--- config.mk ---
export PLATFORM = sky130hd
export DESIGN_NAME = vmt_cfg_regs
export DESIGN_NICKNAME = d
export VERILOG_FILES = /design/src/rtl/core/vmt_pkg.sv /design/src/rtl/core/vmt_cfg_regs.sv
export SDC_FILE = /design/constraint.sdc
export NUM_CORES = 1
export LEC_CHECK = 0
export ABC_AREA = 0
export BUFFER_PORTS_ARGS = -buffer_cell sky130_fd_sc_hd__buf_4
export CAP_MARGIN = 20
export CORE_AREA = 5 5 226 228
export CTS_CLUSTER_DIAMETER = 30
export DETAILED_ROUTE_END_ITERATION = 7
export DIE_AREA = 0 0 231 233
export GPL_TIMING_DRIVEN = 0
export PLACE_DENSITY = 0.55
export RECOVER_POWER = 50
export SLEW_MARGIN = 20
export SYNTH_ARGS = -nofsm -noshare
export SYNTH_HDL_FRONTEND = slang
export SYNTH_SLANG_ARGS = --single-unit
--- constraint.sdc ---
create_clock -name clk -period 0.87 [get_ports clk]
set_input_delay 0.087 -clock clk [delete_from_list [all_inputs] [get_ports clk]]
set_output_delay 0.087 -clock clk [all_outputs]
set_load 0.02 [all_outputs]
--- src/rtl/core/vmt_pkg.sv ---
// Shared types and widths for the vertex matrix transform.
`timescale 1ns / 1ps
`default_nettype none

package vmt_pkg;

	localparam int unsigned COMP_W    = 32;
	localparam int unsigned PROD_W    = 2 * COMP_W;
	localparam int unsigned PAIR_W    = PROD_W + 1;
	localparam int unsigned SUM_W     = PROD_W + 2;
	localparam int unsigned DIM       = 4;
	localparam int unsigned NUM_REGS  = 8;
	localparam int unsigned REG_W     = 2 * COMP_W;
	localparam int unsigned REG_IDX_W = $clog2(NUM_REGS);

	localparam logic signed [COMP_W-1:0] COMP_MAX = {1'b0, {(COMP_W-1){1'b1}}};
	localparam logic signed [COMP_W-1:0] COMP_MIN = {1'b1, {(COMP_W-1){1'b0}}};

	typedef logic signed [COMP_W-1:0] comp_t;
	typedef comp_t [DIM-1:0][DIM-1:0] matrix_t;

	typedef struct packed {
		logic signed [COMP_W-1:0] in_x;
		logic signed [COMP_W-1:0] in_y;
		logic signed [COMP_W-1:0] in_z;
		logic signed [COMP_W-1:0] in_w;
	} vertex_t;

	typedef struct packed {
		logic signed [COMP_W-1:0] out_x;
		logic signed [COMP_W-1:0] out_y;
		logic signed [COMP_W-1:0] out_z;
		logic signed [COMP_W-1:0] out_w;
		logic                     overflow;
	} result_t;

endpackage

`default_nettype wire

--- src/rtl/core/vmt_cfg_regs.sv ---
// Matrix coefficient registers with identity reset.
`timescale 1ns / 1ps
`default_nettype none

module vmt_cfg_regs
	import vmt_pkg::*;
#(
	parameter int unsigned FRAC_BITS = 16
) (
	input  wire logic                 clk,
	input  wire logic                 arst_n,
	input  wire logic                 cfg_we,
	input  wire logic [REG_IDX_W-1:0] cfg_index,
	input  wire logic [REG_W-1:0]     cfg_data,
	output matrix_t                   matrix
);

	localparam logic [COMP_W-1:0] ONE = COMP_W'(1) << FRAC_BITS;

	logic [REG_W-1:0] reg_q [NUM_REGS];

	always_ff @(posedge clk or negedge arst_n) begin
		if (!arst_n) begin
			// diagonal: low half of registers 0 and 5, high half of 2 and 7
			for (int k = 0; k < NUM_REGS; k++) begin
				if (k == 0 || k == 5) begin
					reg_q[k] <= {{COMP_W{1'b0}}, ONE};
				end else if (k == 2 || k == 7) begin
					reg_q[k] <= {ONE, {COMP_W{1'b0}}};
				end else begin
					reg_q[k] <= '0;
				end
			end
		end else if (cfg_we) begin
			reg_q[cfg_index] <= cfg_data;
		end
	end

	// row r, column c lives in register 2r + c/2, half c%2
	always_comb begin
		for (int r = 0; r < DIM; r++) begin
			for (int c = 0; c < DIM; c++) begin
				matrix[r][c] = reg_q[REG_IDX_W'(2 * r + c / 2)][(c % 2) * COMP_W +: COMP_W];
			end
		end
	end

endmodule

`default_nettype wire

== Word-level counts from Yosys, hierarchy flattened ==
Index checks and enable logic that the tools add are counted.

* Reductions and logical operators: 1
* Bitwise gates (word level): 1
* $lt $le $gt $ge: 2
* Mux-type cells: 3

{| class="wikitable"
|+ Operators with widths
! cell !! count
|-
| $bwmux 512 || 1
|-
| $demux 64 s3 || 1
|-
| $mux 64 || 1
|-
| $ge 4x4->1 const B || 1
|-
| $lt 4x1->1 const B || 1
|-
| $not 3->4 || 1
|-
| $logic_and 1x1->1 || 1
|}

* Register bits: 512
* Output and inout bits: 512
* Input port bits: 70
* Logic and storage cells: 15

== Logic depth before layout (Yosys ltp) ==
* Depth in word-level cells: 6
* Depth in mapped cells: 4
* Gate-level depth less buffers: 2

== Least setup slack after synthesis ==
Ideal clock, no wire load.

* Kind: input to register
* Start point: input port cfg_index[2]
* End point: register reg_q (netlist bit matrix[10])
* Setup time: 125 ps
* Stages: 4
* Buffers on the path: 2
* Arrival: 1054 ps
* Required time: 745 ps
* Path slack: -309 ps
* Cells stage by stage: nor4b_1 buf_4 buf_6 mux2_2

* Longest elaborated chain between the ends: 6
* Elaborated cells between the ends (all ways): 7
* Classes of those cells: order compare (2); mux (3); bitwise (1); reduce/logical (1)

{| class="wikitable"
|+ Ends and longest elaborated chain
! what !! line !! text
|-
| from (decl) || vmt_cfg_regs.sv:13 || <nowiki>input wire logic [REG_IDX_W-1:0] cfg_index,</nowiki>
|-
| $not 3->4 (not written as such) (*) || vmt_cfg_regs.sv:35 || <nowiki>reg_q[cfg_index] <= cfg_data;</nowiki>
|-
| $ge 4x4->1 (not written as such) / $lt 4x1->1 (equally long branches) || vmt_cfg_regs.sv:35 ||
|-
| $logic_and 1x1->1 (not written as such) || vmt_cfg_regs.sv:35 ||
|-
| $mux 64 (not written as such) || vmt_cfg_regs.sv:35 ||
|-
| $demux 64 s3 (*) || vmt_cfg_regs.sv:35 ||
|-
| $bwmux 512 (*) || vmt_cfg_regs.sv:35 ||
|-
| to (signal, indexed assignment) || vmt_cfg_regs.sv:27 || <nowiki>reg_q[k] <= {{COMP_W{1'b0}}, ONE};</nowiki>
|-
| to (signal, indexed assignment) || vmt_cfg_regs.sv:29 || <nowiki>reg_q[k] <= {ONE, {COMP_W{1'b0}}};</nowiki>
|-
| to (signal, indexed assignment) || vmt_cfg_regs.sv:35 ||
|-
| to (decl) || vmt_cfg_regs.sv:20 || <nowiki>logic [REG_W-1:0] reg_q [NUM_REGS];</nowiki>
|}

Every way passes the cells marked *; elsewhere a longest branch is shown, timed or not.
A chain may end at the register's enable or synchronous reset.

== Final worst setup path ==
* Start point: register reg_q (netlist bit matrix[16])
* End point: output port matrix[16] (netlist bit)

{| class="wikitable"
|+ RTL lines
! what !! line !! text
|-
| to (decl) || vmt_cfg_regs.sv:15 || <nowiki>output matrix_t matrix</nowiki>
|}

No word-level cell between the ends.

==> flow_metrics.env <==
export IMPL_tightestPinTransition_ns=1.14
export IMPL_ys_types=10
export IMPL_h_tree_depth=3
export IMPL_start_kind="flip-flop"
export IMPL_dieHeight_um=233
export IMPL_dieArea_um2=53800
export IMPL_required_ns=0.78
export IMPL_skew_ns=0
export IMPL_hold_worst_slack_ns=-0.220
export IMPL_grt_pass1_wl_um=53700
export IMPL_synth_area_leaders="dfrtp_1 (55%), mux2_2 (25%), buf_4 (17%), buf_6 (1.8%), dfstp_2 (0.46%)"
export IMPL_route_antenna_remaining_nets=0
export IMPL_cts_sinks=256
export IMPL_power_w=0.0585
export IMPL_drc=0
export IMPL_syn_cell_area_um2=11500
export IMPL_maxSlewViolCount=0
export IMPL_rsz0062_at_grt="yes"
export IMPL_yosysMostFrequentCell="buf_4"
export IMPL_fin_crit_sh=1.51
export IMPL_cts_tree="yes"
export IMPL_fin_ws_ns=-0.441
export IMPL_max_freq_mhz=763
export IMPL_syn_area_per_cell_um2=14.4
export IMPL_tritoncts_num_buffers=69
export IMPL_dpl_hpwl_um=25400
export IMPL_grt_max_degree=93
export IMPL_p_per_area_nw_per_um2=2830
export IMPL_timing_slew_headroom=0.239
export IMPL_slowest_delay_ns=0.53
export IMPL_violations="negative hold slack, negative setup slack"
export IMPL_post_route_util=0.424
export IMPL_rows=81
export IMPL_setup_viol=308
export IMPL_area_delta_synth_final_pct=79.0
export IMPL_cts_root_buffer_cell="clkbuf_16"
export IMPL_die_w_um=231
export IMPL_start_util=0.237
export IMPL_routabilityCongestion=0.718
export IMPL_antenna_found_initial=1
export IMPL_drv_cap=0
export IMPL_hold_class="input port to async pin"
export IMPL_cp_end_kind="output port"
export IMPL_overflow=0
export IMPL_synth_edff_count=0
export IMPL_seq_area_frac_synth=0.556
export IMPL_ir_worst_vdd_v=0.00205
export IMPL_cp_num_buf_inv=1
export IMPL_final_nets=1651
export IMPL_largest_register_ffs=256
export IMPL_grt_pass1_vias=8988
export IMPL_clock_latency_ns=0.56
export IMPL_drt_iter0_markers=197
export IMPL_min_period_ns=1.31
export IMPL_grt_total_usage=0.128
export IMPL_num_io_pins=582
export IMPL_outcome="finished, violations left"
export IMPL_final_layout_size_suffix_gt1_frac=0.644
export IMPL_cts_hold_buf=64
export IMPL_path_cells="buf_6"
export IMPL_cts_buffer_depth=3
export IMPL_criticalPathCategory="flip-flop to output port"
export IMPL_wire_per_inst_um=16.1
export IMPL_worstPathMaxFanout=2
export IMPL_yosysTopAreaCellShare=0.552
export IMPL_hold_viol=73
export IMPL_core_area_um2=48600
export IMPL_vias=8293
export IMPL_synth_cells=801
export IMPL_first_pass_iters=4
export IMPL_synth_area_leader_cell="dfrtp_1"
export IMPL_fin_tns_setup_ns=-79.41
export IMPL_ys_seq_elements=256
export IMPL_yosysWarnings=0
export IMPL_viasPerCell=3.67
export IMPL_wl_um=36300
export IMPL_dp_slack_ns=-0.629
export IMPL_synth_common_cells="buf_4 (259), mux2_2 (256), dfrtp_1 (254)"
export IMPL_slowest_stage="dfstp_2"
export IMPL_critPathArrivalTime_ns=1.22
export IMPL_synth_flop_cell="dfrtp_1"
export IMPL_portBuffers=325
export IMPL_cp_top_family="flip-flops"
export IMPL_async_flop_share=1.00
export IMPL_leakage_nw=10.4
export IMPL_clk_pin_slew_worst_paths_ns=0.04
==> what timing repair did <==
item	in CTS	in global routing
hold endpoints to repair	329	73
resized for setup	263	60
setup buffers	46	28
setup endpoints to repair	256	340
==> placed cells by master, fill, tap and decap left out <==
cell type	netlist	layout
clkinv_2	0	15
conb_1	1	256
clkbuf_1	0	7
nand4b_1	1	1
dfrtp_1	254	254
bufinv_16	0	6
dlygate4sd3_1	0	64
buf_16	0	2
clkbuf_4	0	1
buf_4	259	347
and4bb_2	2	2
diode_2	0	2
buf_12	0	1
buf_8	0	6
buf_6	18	317
mux2_4	0	61
clkinv_8	0	2
inv_6	0	2
clkinv_4	0	4
dfstp_2	2	2
mux2_2	256	195
clkinvlp_4	0	10
clkbuf_8	0	7
nor4b_4	0	1
clkbuf_16	0	71
==> stage by stage <==
stage / hold WS [ns] / area, um^2 / cells
3_5_place_dp: 0.116 / 16000 / 2005
3_3_place_gp: 0.344 / 15900 / 2003
5_1_grt: -0.149 / 20600 / 2257
6_report: -0.220 / 20600 / 2258
2_1_floorplan: -0.209 / 12700 / 1056
4_1_cts: -0.504 / 20300 / 2239
==> layer usage <==
layer  track usage  up-vias  wire [um]
met5             0        -          0
met3        0.0628       70       3730
met2         0.222      352      18600
li1              -     3795          -
met4        0.0522        0        964
met1         0.134     4076      13000
==> worst paths after layout <==
check	from	to	slack [ns]	cells past startpoint
max	matrix[16]$_DFFE_PN1P_	matrix[16]	-0.44	1
min reg2reg	matrix[220]$_DFFE_PN0P_	matrix[220]$_DFFE_PN0P_	0.52	1
max in group asynchronous	arst_n	matrix[26]$_DFFE_PN0P_	0	2
min in group clk	cfg_index[2]	matrix[1]$_DFFE_PN0P_	0.09	4
max reg2reg	matrix[58]$_DFFE_PN0P_	matrix[58]$_DFFE_PN0P_	-0.13	3
min	arst_n	matrix[252]$_DFFE_PN0P_	-0.22	1
==> logic make-up (layout without fill, tap and decap cells) <==
group | after synthesis | count (layout) | synth area share
flops | 256 | 256 | 0.556
mux | 256 | 256 | 0.250
buf+inv | 284 | 862 | 0.189
other cells | 1 | 258 | 0.000326
simple gates | 4 | 4 | 0.00369
==> power breakdown <==
group	internal [W]	switching, W	total (W)
sequential	0.0146	0.00198	0.0166
clock	0.0172	0.00764	0.0248
combinational	0.00937	0.00766	0.0170
total	0.0412	0.0173	0.0585
==> worst register-to-register path, stage by stage, from the launching register on <==
cell	delay [ns]
dfrtp_1	0.40
buf_6	0.13
buf_6	0.10
mux2_4	0.26
==> layout make-up <==
cell class | count | area (um^2)
fill | 4497 | 28000
sequential | 256 | 6410
timing repair buffer | 454 | 4720
multi-input combinational | 516 | 4130
buffer | 284 | 2270
clock buffer | 85 | 1900
tap | 622 | 778
clock inverter | 39 | 415
antenna | 2 | 5.00
No activity file was read; power rests on OpenSTA's default activity.
